===== src/rtl/dwe_pkg.sv =====
// shared types and constants for the deque with erase by value
// command and status codes, field widths, controller/datapath interface structs
// no dependencies
`default_nettype none

package dwe_pkg;

  // default sizing of the store
  localparam int DEF_CAPACITY   = 16;
  localparam int DEF_DATA_WIDTH = 32;

  // fixed field widths on the ports
  localparam int CMD_W    = 3;
  localparam int ITEM_W   = 32;
  localparam int STATUS_W = 2;
  localparam int COUNT_W  = 5;

  // command codes carried on in_tuser
  typedef enum logic [CMD_W-1:0] {
    CMD_PUSH_BACK  = 3'd0,
    CMD_POP_BACK   = 3'd1,
    CMD_PUSH_FRONT = 3'd2,
    CMD_POP_FRONT  = 3'd3,
    CMD_ERASE      = 3'd4
  } cmd_t;

  // result status codes carried on out_tuser
  typedef enum logic [STATUS_W-1:0] {
    ST_OK        = 2'd0,
    ST_EMPTY     = 2'd1,
    ST_NOT_FOUND = 2'd2,
    ST_FULL      = 2'd3
  } status_t;

  // controller to datapath commands
  typedef struct packed {
    logic    push_back;   // write item behind the last entry
    logic    push_front;  // write item ahead of the front entry
    logic    pop_back;    // read last entry, drop it
    logic    pop_front;   // read front entry, drop it
    logic    scan_start;  // latch search key, read front entry
    logic    scan_step;   // advance scan pointer, read next entry
    logic    shift_wr;    // copy current entry one place toward the front
    logic    erase_done;  // drop one entry after a successful erase
    logic    load_out;    // load the result register
    logic    out_sel_rd;  // result value comes from the read data
    status_t out_status;  // status for the result register
  } dwe_ctrl_t;

  // datapath to controller status
  typedef struct packed {
    logic empty;  // no entries stored
    logic full;   // store holds capacity entries
    logic match;  // current read data equals the search key
    logic last;   // current read data is the last stored entry
  } dwe_stat_t;

endpackage

`default_nettype wire


===== src/rtl/dwe_datapath.sv =====
// datapath of the deque: ring store memory, front pointer, entry count,
// scan pointers for erase and the result register
// depends on dwe_pkg
`default_nettype none

module dwe_datapath #(
  parameter int CAPACITY   = dwe_pkg::DEF_CAPACITY,
  parameter int DATA_WIDTH = dwe_pkg::DEF_DATA_WIDTH
) (
  input  wire                          clk,
  input  wire                          rst_n,
  input  wire  [dwe_pkg::ITEM_W-1:0]   item_value,
  input  wire  dwe_pkg::dwe_ctrl_t     ctrl,
  output dwe_pkg::dwe_stat_t           stat,
  output logic [dwe_pkg::ITEM_W-1:0]   out_value,
  output logic [dwe_pkg::STATUS_W-1:0] out_status,
  output logic [dwe_pkg::COUNT_W-1:0]  out_count
);
  import dwe_pkg::*;

  localparam int AW = $clog2(CAPACITY);
  localparam int CW = $clog2(CAPACITY + 1);
  localparam int SW = CW + 1;
  localparam int IW = (DATA_WIDTH < ITEM_W) ? DATA_WIDTH : ITEM_W;

  logic [DATA_WIDTH-1:0] mem [CAPACITY];

  logic [AW-1:0]         front_r, front_nxt;
  logic [CW-1:0]         count_r, count_nxt;
  logic [AW-1:0]         rd_ptr_r, rd_ptr_nxt;
  logic [AW-1:0]         wr_ptr_r, wr_ptr_nxt;
  logic [AW-1:0]         idx_r, idx_nxt;
  logic [DATA_WIDTH-1:0] key_r, key_nxt;
  logic [DATA_WIDTH-1:0] rd_data_r;
  logic [ITEM_W-1:0]     out_value_r;
  logic [STATUS_W-1:0]   out_status_r;
  logic [COUNT_W-1:0]    out_count_r;

  logic [DATA_WIDTH-1:0] item_d;
  logic [SW-1:0]         tail_sum, last_sum;
  logic [AW-1:0]         tail_addr, last_addr;
  logic [AW-1:0]         front_inc, front_dec, rd_ptr_inc;
  logic                  wr_en, rd_en;
  logic [AW-1:0]         wr_addr, rd_addr;
  logic [DATA_WIDTH-1:0] wr_data;

  // item value fitted to the stored word width
  assign item_d = DATA_WIDTH'(item_value[IW-1:0]);

  // ring positions: one past the last entry, and the last entry
  always_comb begin
    tail_sum  = SW'(front_r) + SW'(count_r);
    last_sum  = tail_sum - SW'(1);
    tail_addr = (tail_sum >= SW'(CAPACITY)) ? AW'(tail_sum - SW'(CAPACITY)) : AW'(tail_sum);
    last_addr = (last_sum >= SW'(CAPACITY)) ? AW'(last_sum - SW'(CAPACITY)) : AW'(last_sum);
  end

  // wrapping increments and decrement
  assign front_inc  = (front_r == AW'(CAPACITY - 1)) ? '0 : front_r + AW'(1);
  assign front_dec  = (front_r == '0) ? AW'(CAPACITY - 1) : front_r - AW'(1);
  assign rd_ptr_inc = (rd_ptr_r == AW'(CAPACITY - 1)) ? '0 : rd_ptr_r + AW'(1);

  // memory port selection
  always_comb begin
    wr_en   = 1'b0;
    wr_addr = tail_addr;
    wr_data = item_d;
    rd_en   = 1'b0;
    rd_addr = rd_ptr_inc;
    if (ctrl.push_back) begin
      wr_en = 1'b1;
    end else if (ctrl.push_front) begin
      wr_en   = 1'b1;
      wr_addr = front_dec;
    end else if (ctrl.shift_wr) begin
      wr_en   = 1'b1;
      wr_addr = wr_ptr_r;
      wr_data = rd_data_r;
    end
    if (ctrl.pop_back) begin
      rd_en   = 1'b1;
      rd_addr = last_addr;
    end else if (ctrl.pop_front || ctrl.scan_start) begin
      rd_en   = 1'b1;
      rd_addr = front_r;
    end else if (ctrl.scan_step) begin
      rd_en = 1'b1;
    end
  end

  // ring store, registered read
  always_ff @(posedge clk) begin
    if (wr_en) begin
      mem[wr_addr] <= wr_data;
    end
    if (rd_en) begin
      rd_data_r <= mem[rd_addr];
    end
  end

  // front pointer and entry count
  always_comb begin
    front_nxt = front_r;
    count_nxt = count_r;
    if (ctrl.push_back) begin
      count_nxt = count_r + CW'(1);
    end
    if (ctrl.push_front) begin
      front_nxt = front_dec;
      count_nxt = count_r + CW'(1);
    end
    if (ctrl.pop_back || ctrl.erase_done) begin
      count_nxt = count_r - CW'(1);
    end
    if (ctrl.pop_front) begin
      front_nxt = front_inc;
      count_nxt = count_r - CW'(1);
    end
  end

  always_ff @(posedge clk) begin
    if (!rst_n) begin
      front_r <= '0;
      count_r <= '0;
    end else begin
      front_r <= front_nxt;
      count_r <= count_nxt;
    end
  end

  // scan pointers and search key for erase
  always_comb begin
    rd_ptr_nxt = rd_ptr_r;
    wr_ptr_nxt = wr_ptr_r;
    idx_nxt    = idx_r;
    key_nxt    = key_r;
    if (ctrl.scan_start) begin
      rd_ptr_nxt = front_r;
      idx_nxt    = '0;
      key_nxt    = item_d;
    end else if (ctrl.scan_step) begin
      rd_ptr_nxt = rd_ptr_inc;
      wr_ptr_nxt = rd_ptr_r;
      idx_nxt    = idx_r + AW'(1);
    end
  end

  always_ff @(posedge clk) begin
    rd_ptr_r <= rd_ptr_nxt;
    wr_ptr_r <= wr_ptr_nxt;
    idx_r    <= idx_nxt;
    key_r    <= key_nxt;
  end

  // result register
  always_ff @(posedge clk) begin
    if (ctrl.load_out) begin
      out_value_r  <= ctrl.out_sel_rd ? ITEM_W'(rd_data_r[IW-1:0]) : '0;
      out_status_r <= ctrl.out_status;
      out_count_r  <= COUNT_W'(count_nxt);
    end
  end

  // status toward the controller
  assign stat.empty = (count_r == '0);
  assign stat.full  = (count_r == CW'(CAPACITY));
  assign stat.match = (rd_data_r == key_r);
  assign stat.last  = (CW'(idx_r) == count_r - CW'(1));

  assign out_value  = out_value_r;
  assign out_status = out_status_r;
  assign out_count  = out_count_r;

  // count stays within capacity
  a_count_bound: assert property (@(posedge clk) disable iff (!rst_n)
    count_r <= CW'(CAPACITY))
    else $error("entry count above capacity");

  // compaction never reads the slot it writes
  a_shift_addr: assert property (@(posedge clk) disable iff (!rst_n)
    (ctrl.shift_wr && ctrl.scan_step) |-> (wr_ptr_r != rd_ptr_inc))
    else $error("compaction read and write collide");

endmodule

`default_nettype wire


===== src/rtl/dwe_controller.sv =====
// controller of the deque: command decode, erase scan sequencing and
// the result valid flag
// depends on dwe_pkg
`default_nettype none

module dwe_controller (
  input  wire                        clk,
  input  wire                        rst_n,
  input  wire                        in_tvalid,
  output logic                       in_tready,
  input  wire  [dwe_pkg::CMD_W-1:0]  in_cmd,
  output logic                       out_tvalid,
  input  wire                        out_tready,
  input  wire  dwe_pkg::dwe_stat_t   stat,
  output dwe_pkg::dwe_ctrl_t         ctrl
);
  import dwe_pkg::*;

  typedef enum logic [1:0] {
    S_IDLE,
    S_POP,
    S_SEARCH,
    S_SHIFT
  } state_t;

  state_t state_r, state_nxt;
  logic   out_valid_r, out_valid_nxt;
  logic   accept;

  // take an item only when idle and the result register is free or leaving
  assign in_tready = (state_r == S_IDLE) && (!out_valid_r || out_tready);
  assign accept    = in_tvalid && in_tready;

  // next state and datapath commands
  always_comb begin
    state_nxt = state_r;
    ctrl      = '0;
    ctrl.out_status = ST_OK;
    unique case (state_r)
      S_IDLE: begin
        if (accept) begin
          unique case (cmd_t'(in_cmd))
            CMD_PUSH_BACK: begin
              ctrl.load_out = 1'b1;
              if (stat.full) begin
                ctrl.out_status = ST_FULL;
              end else begin
                ctrl.push_back = 1'b1;
              end
            end
            CMD_PUSH_FRONT: begin
              ctrl.load_out = 1'b1;
              if (stat.full) begin
                ctrl.out_status = ST_FULL;
              end else begin
                ctrl.push_front = 1'b1;
              end
            end
            CMD_POP_BACK: begin
              if (stat.empty) begin
                ctrl.load_out   = 1'b1;
                ctrl.out_status = ST_EMPTY;
              end else begin
                ctrl.pop_back = 1'b1;
                state_nxt     = S_POP;
              end
            end
            CMD_POP_FRONT: begin
              if (stat.empty) begin
                ctrl.load_out   = 1'b1;
                ctrl.out_status = ST_EMPTY;
              end else begin
                ctrl.pop_front = 1'b1;
                state_nxt      = S_POP;
              end
            end
            CMD_ERASE: begin
              if (stat.empty) begin
                ctrl.load_out   = 1'b1;
                ctrl.out_status = ST_NOT_FOUND;
              end else begin
                ctrl.scan_start = 1'b1;
                state_nxt       = S_SEARCH;
              end
            end
            default: begin
              ctrl.load_out = 1'b1;
            end
          endcase
        end
      end
      S_POP: begin
        ctrl.load_out   = 1'b1;
        ctrl.out_sel_rd = 1'b1;
        state_nxt       = S_IDLE;
      end
      S_SEARCH: begin
        if (stat.last) begin
          ctrl.load_out = 1'b1;
          state_nxt     = S_IDLE;
          if (stat.match) begin
            ctrl.erase_done = 1'b1;
          end else begin
            ctrl.out_status = ST_NOT_FOUND;
          end
        end else begin
          ctrl.scan_step = 1'b1;
          if (stat.match) begin
            state_nxt = S_SHIFT;
          end
        end
      end
      S_SHIFT: begin
        ctrl.shift_wr = 1'b1;
        if (stat.last) begin
          ctrl.erase_done = 1'b1;
          ctrl.load_out   = 1'b1;
          state_nxt       = S_IDLE;
        end else begin
          ctrl.scan_step = 1'b1;
        end
      end
      default: begin
        state_nxt = S_IDLE;
      end
    endcase
  end

  // result valid: set on load, cleared when taken
  always_comb begin
    out_valid_nxt = out_valid_r;
    if (ctrl.load_out) begin
      out_valid_nxt = 1'b1;
    end else if (out_tready) begin
      out_valid_nxt = 1'b0;
    end
  end

  // state and registered outputs
  always_ff @(posedge clk) begin
    if (!rst_n) begin
      state_r     <= S_IDLE;
      out_valid_r <= 1'b0;
    end else begin
      state_r     <= state_nxt;
      out_valid_r <= out_valid_nxt;
    end
  end

  assign out_tvalid = out_valid_r;

  // a result is never loaded over one still waiting
  a_load_free: assert property (@(posedge clk) disable iff (!rst_n)
    ctrl.load_out |-> (!out_valid_r || out_tready))
    else $error("result register overwritten");

  // a pop on a non-empty store shows its result once S_POP has loaded the result register
  a_pop_result: assert property (@(posedge clk) disable iff (!rst_n)
    (accept && !stat.empty &&
     (in_cmd == CMD_POP_BACK || in_cmd == CMD_POP_FRONT)) |=> ##1 out_valid_r)
    else $error("pop result missing");

endmodule

`default_nettype wire


===== src/rtl/deque_with_erase_by_value.sv =====
// Bounded double-ended queue of CAPACITY words of DATA_WIDTH bits, held in a
// ring store memory with one write and one registered read port. Commands on
// in_tuser push at the back or front, pop from the back or front, or erase the
// first entry from the front that equals in_tdata, closing the gap in order.
// Every command gives one result. A push, a refused push, or a pop or erase
// on an empty store loads its result in the cycle it is accepted; a pop first
// reads the store and loads the read word from S_POP. An erase walks every
// stored entry, found or not: the single read port reads one entry a cycle,
// comparing until the match and then copying each later entry one place
// forward. One command is in flight at a time; the next is taken once the
// controller is idle and the output register is empty or being read.
// depends on dwe_pkg, dwe_controller, dwe_datapath
`default_nettype none

module deque_with_erase_by_value #(
  parameter int CAPACITY   = dwe_pkg::DEF_CAPACITY,
  parameter int DATA_WIDTH = dwe_pkg::DEF_DATA_WIDTH
) (
  input  wire         clk,
  input  wire         rst_n,
  input  wire         in_tvalid,
  output logic        in_tready,
  input  wire  [31:0] in_tdata,   // item_value[31:0]
  input  wire  [2:0]  in_tuser,   // cmd[2:0]
  output logic        out_tvalid,
  input  wire         out_tready,
  output logic [39:0] out_tdata,  // out_value[31:0], entry_count[36:32], zero[39:37]
  output logic [1:0]  out_tuser   // status[1:0]
);
  import dwe_pkg::*;

  dwe_ctrl_t            ctrl;
  dwe_stat_t            stat;
  logic [ITEM_W-1:0]    out_value;
  logic [STATUS_W-1:0]  out_status;
  logic [COUNT_W-1:0]   out_count;

  // command sequencing
  dwe_controller u_ctrl (
    .clk        (clk),
    .rst_n      (rst_n),
    .in_tvalid  (in_tvalid),
    .in_tready  (in_tready),
    .in_cmd     (in_tuser),
    .out_tvalid (out_tvalid),
    .out_tready (out_tready),
    .stat       (stat),
    .ctrl       (ctrl)
  );

  // storage and result register
  dwe_datapath #(
    .CAPACITY   (CAPACITY),
    .DATA_WIDTH (DATA_WIDTH)
  ) u_dp (
    .clk        (clk),
    .rst_n      (rst_n),
    .item_value (in_tdata),
    .ctrl       (ctrl),
    .stat       (stat),
    .out_value  (out_value),
    .out_status (out_status),
    .out_count  (out_count)
  );

  // result packing
  assign out_tdata = {3'b000, out_count, out_value};
  assign out_tuser = out_status;

endmodule

`default_nettype wire

===== config.mk =====
export PLATFORM = sky130hd
export DESIGN_NAME = deque_with_erase_by_value
export DESIGN_NICKNAME = d
export VERILOG_FILES = /design/src/rtl/dwe_pkg.sv /design/src/rtl/dwe_datapath.sv /design/src/rtl/dwe_controller.sv /design/src/rtl/deque_with_erase_by_value.sv
export SDC_FILE = /design/constraint.sdc
export NUM_CORES = 1
export LEC_CHECK = 0
export BUFFER_PORTS_ARGS = -buffer_cell sky130_fd_sc_hd__buf_2
export CORE_MARGIN = 1
export CORE_UTILIZATION = 69
export CTS_BUF_LIST = sky130_fd_sc_hd__clkbuf_8
export DETAILED_ROUTE_END_ITERATION = 10
export PLACE_DENSITY = 0.87
export SYNTH_ARGS = -nofsm -noshare
export SYNTH_HDL_FRONTEND = slang
export SYNTH_SLANG_ARGS = --single-unit

===== constraint.sdc =====
create_clock -name clk -period 10.57 [get_ports clk]
set_input_delay 1.5855 -clock clk [delete_from_list [all_inputs] [get_ports clk]]
set_output_delay 1.5855 -clock clk [all_outputs]
set_load 0.01 [all_outputs]

==> metrics.csv <==
metric,value,unit
dpl_cell_area,27500,sq um
areaGrowthSynthToFinish,10.4,%
antenna_found_initial,1,
place.gp.congestion,0.888,
crit_type,in2reg,
holdCritPathClass,reg2reg,
clock-sinks,639,
dr.pass1.iters,6,
coreArea,37800,sq um
grt_pass1_vias,16500,
synth_area_leader_cell,edfxtp_1,
grt_pass1_wl,98800,um
skew,21.4,ps
totalWireLength,67000,um
grt_overflow,0,
fin_crit,5720,ps
syn_area,26500,sq um
grt_setup_unrepaired,false,
synth.top_cell.area_share,70.5,%
rrSetupSlack,4910,ps
cp.required,11040,ps
fin_nets,1854,
end_kind,flop,
layoutNonFillerInstCount,2390,
r2r-start,u_dp.count_r[1]$_SDFF_PN0_,
nFillCells,2011,
clockRootBuffer,clkbuf_8,
slew_viol_final,45,
final_area,29300,sq um
multi_input_area,7140,sq um
synthTopCellsByArea,"edfxtp_1, a311o_1, nor4b_1",
port_buffers,79,
routedWlPerCell,28.0,um
dpl.cell_count,2216,
utilization,77.6,%
die_w,198,um
ys_warn_count,0,
cts_tree,yes,
power_density,193,nW/um^2
r2r_cells,12,
tightest_slew,1520,ps
rows,71,
worstSetupEndpoint,u_dp.rd_data_r[2]$_DFFE_PP_,
cts_made_buffers,96,
holdBufCountCts,0,
final_common_cell,edfxtp_1,
drive_gt1_share,18.0,%
max_cap_violations,0,
synthCells,1714,
start_util,70.3,%
io_pins,83,
grt_max_degree,225,
worstPathArrival,6200,ps
ys_seq_elements,639,
status,finished with violations,
p_leak,9.65,nW
post_cts_buffers,0,
vias,16700,
drt_iter0_drc,2512,
grt.total_usage,34.9,%
worst_r2r_endpoint,u_dp.rd_data_r[2]$_DFFE_PP_,
hold_viol,0,
fmax,175,MHz
start_kind,input pin,
yosysSeqAreaShare,71.7,%
crit_path_max_fanout,82,
ant_nets,0,
insertion_delay,660,ps
post-route-period-util,54.2,%
n_antenna_cell,0,
hpwl,35800,um
synth_edf_count,623,
cts_buffer_depth,3,
postCtsResizedCells,0,
peakVddDrop,0.163,mV
synth_async_sr_flop_share,0,%
viasPerCell,6.99,
seqCellArea,19000,sq um
syn_avg_cell_area,15.5,sq um
startpoint,in_tuser[1],
drc,0,
htree_levels,3,
final.setup.tns,0,ps
die_y,198,um
synth_cell_types,59,
clkSlewWorstSetupHoldPaths,60,ps
violations,max-slew violations,
final_cell_mix,"edfxtp_1, nand2_1, a211oi_1, clkbuf_8, a311o_1",
maxSlewHeadroom,-1.20,%
setup-violations-final,0,
ys.flop_type,edfxtp_1,
die-area,39200,sq um
-- per-stage QoR --
step           hold WS (ps)  worst slack, ps  total power [W]
2_1_floorplan           462             5810          0.00354
4_1_cts                 524             5060          0.00563
6_report                531             4850          0.00565
3_3_place_gp            477             4670          0.00377
5_1_grt                 529             4700          0.00582
3_5_place_dp            514             4400          0.00380
-- worst max-delay path, stage by stage --
cell and delay, ps:
buf_2 170, and3b_1 210, o2111a_1 290, a221oi_4 220
buf_4 590, or3_4 590, buf_4 720, buf_4 890
a211oi_1 230, a311o_1 400, o2111ai_1 110
-- where the power goes --
group          leakage (nW)  internal [W]  switching, W
Clock                  1.01      0.000939      0.000933
Combinational          2.85      0.000272      0.000539
Sequential             5.78       0.00291     0.0000568
-- worst min path at each step --
stage / startpoint / end / cells past startpoint
finish: u_dp.idx_r[1]$_SDFFE_PP0P_ / u_dp.idx_r[1]$_SDFFE_PP0P_ / 2
global placement: u_dp.rd_ptr_r[3]$_DFFE_PP_ / u_dp.wr_ptr_r[3]$_DFFE_PP_ / 0
global route: u_dp.rd_ptr_r[3]$_DFFE_PP_ / u_dp.wr_ptr_r[3]$_DFFE_PP_ / 0
floorplan: u_dp.rd_ptr_r[3]$_DFFE_PP_ / u_dp.wr_ptr_r[3]$_DFFE_PP_ / 0
detailed placement: u_dp.rd_ptr_r[1]$_DFFE_PP_ / u_dp.wr_ptr_r[1]$_DFFE_PP_ / 0
CTS: u_dp.rd_ptr_r[3]$_DFFE_PP_ / u_dp.wr_ptr_r[3]$_DFFE_PP_ / 0
-- kinds of logic (layout without fill, tap and decap cells) --
group                      after synthesis  count (layout)  share of synthesized area (%)
and+or+nand+nor                        458             458                           9.36
AOI/OAI and AO/OA                      278             278                           8.84
xor gates and xnor gates                48              48                           1.58
buffers and inverters                  140             303                           2.38
adders and majority gates               12              12                          0.594
other                                    1               3                         0.0141
DFF                                    639             639                           71.7
muxes                                  138             138                           5.53
-- registers in the layout (all words and copies together) (netlist names), 2 cells and up --
name             flops
u_dp.out_value      32
u_dp.out_count       5
u_dp.mem           512
u_dp.rd_ptr_r        4
u_dp.out_status      2
u_dp.rd_data_r      32
u_dp.count_r         5
u_dp.key_r          32
u_dp.front_r         4
u_dp.wr_ptr_r        4
u_ctrl.state_r       2
u_dp.idx_r           4
-- final cells by class --
type	instances	area share, %
Multi-Input combinational cell	937	24.4
Tap cell	511	2.18
Inverter	14	0.179
Sequential cell	639	65.0
Clock inverter	76	1.41
Clock buffer	98	4.60
Timing Repair Buffer	115	2.31
-- cell usage after synthesis, types with 33 or more instances --
master     count
mux2i_1       70
a211oi_1      98
mux2_2        66
edfxtp_1     623
and2_1        36
nor2_1        40
xnor2_1       36
a311o_1       97
nor4b_1       96
nand2_1      210
clkbuf_1      76
o2111ai_1     33
-- metal layers --
metal | global-route usage (%) | wire (um) | vias to the layer above
li1 | - | - | 6999
met3 | 9.90 | 9280 | 248
met2 | 52.5 | 30900 | 1342
met4 | 16.5 | 2820 | 2
met1 | 47.5 | 24000 | 8111
met5 | 0 | 12 | -
Note: power is estimated with default switching activity, not from simulation.
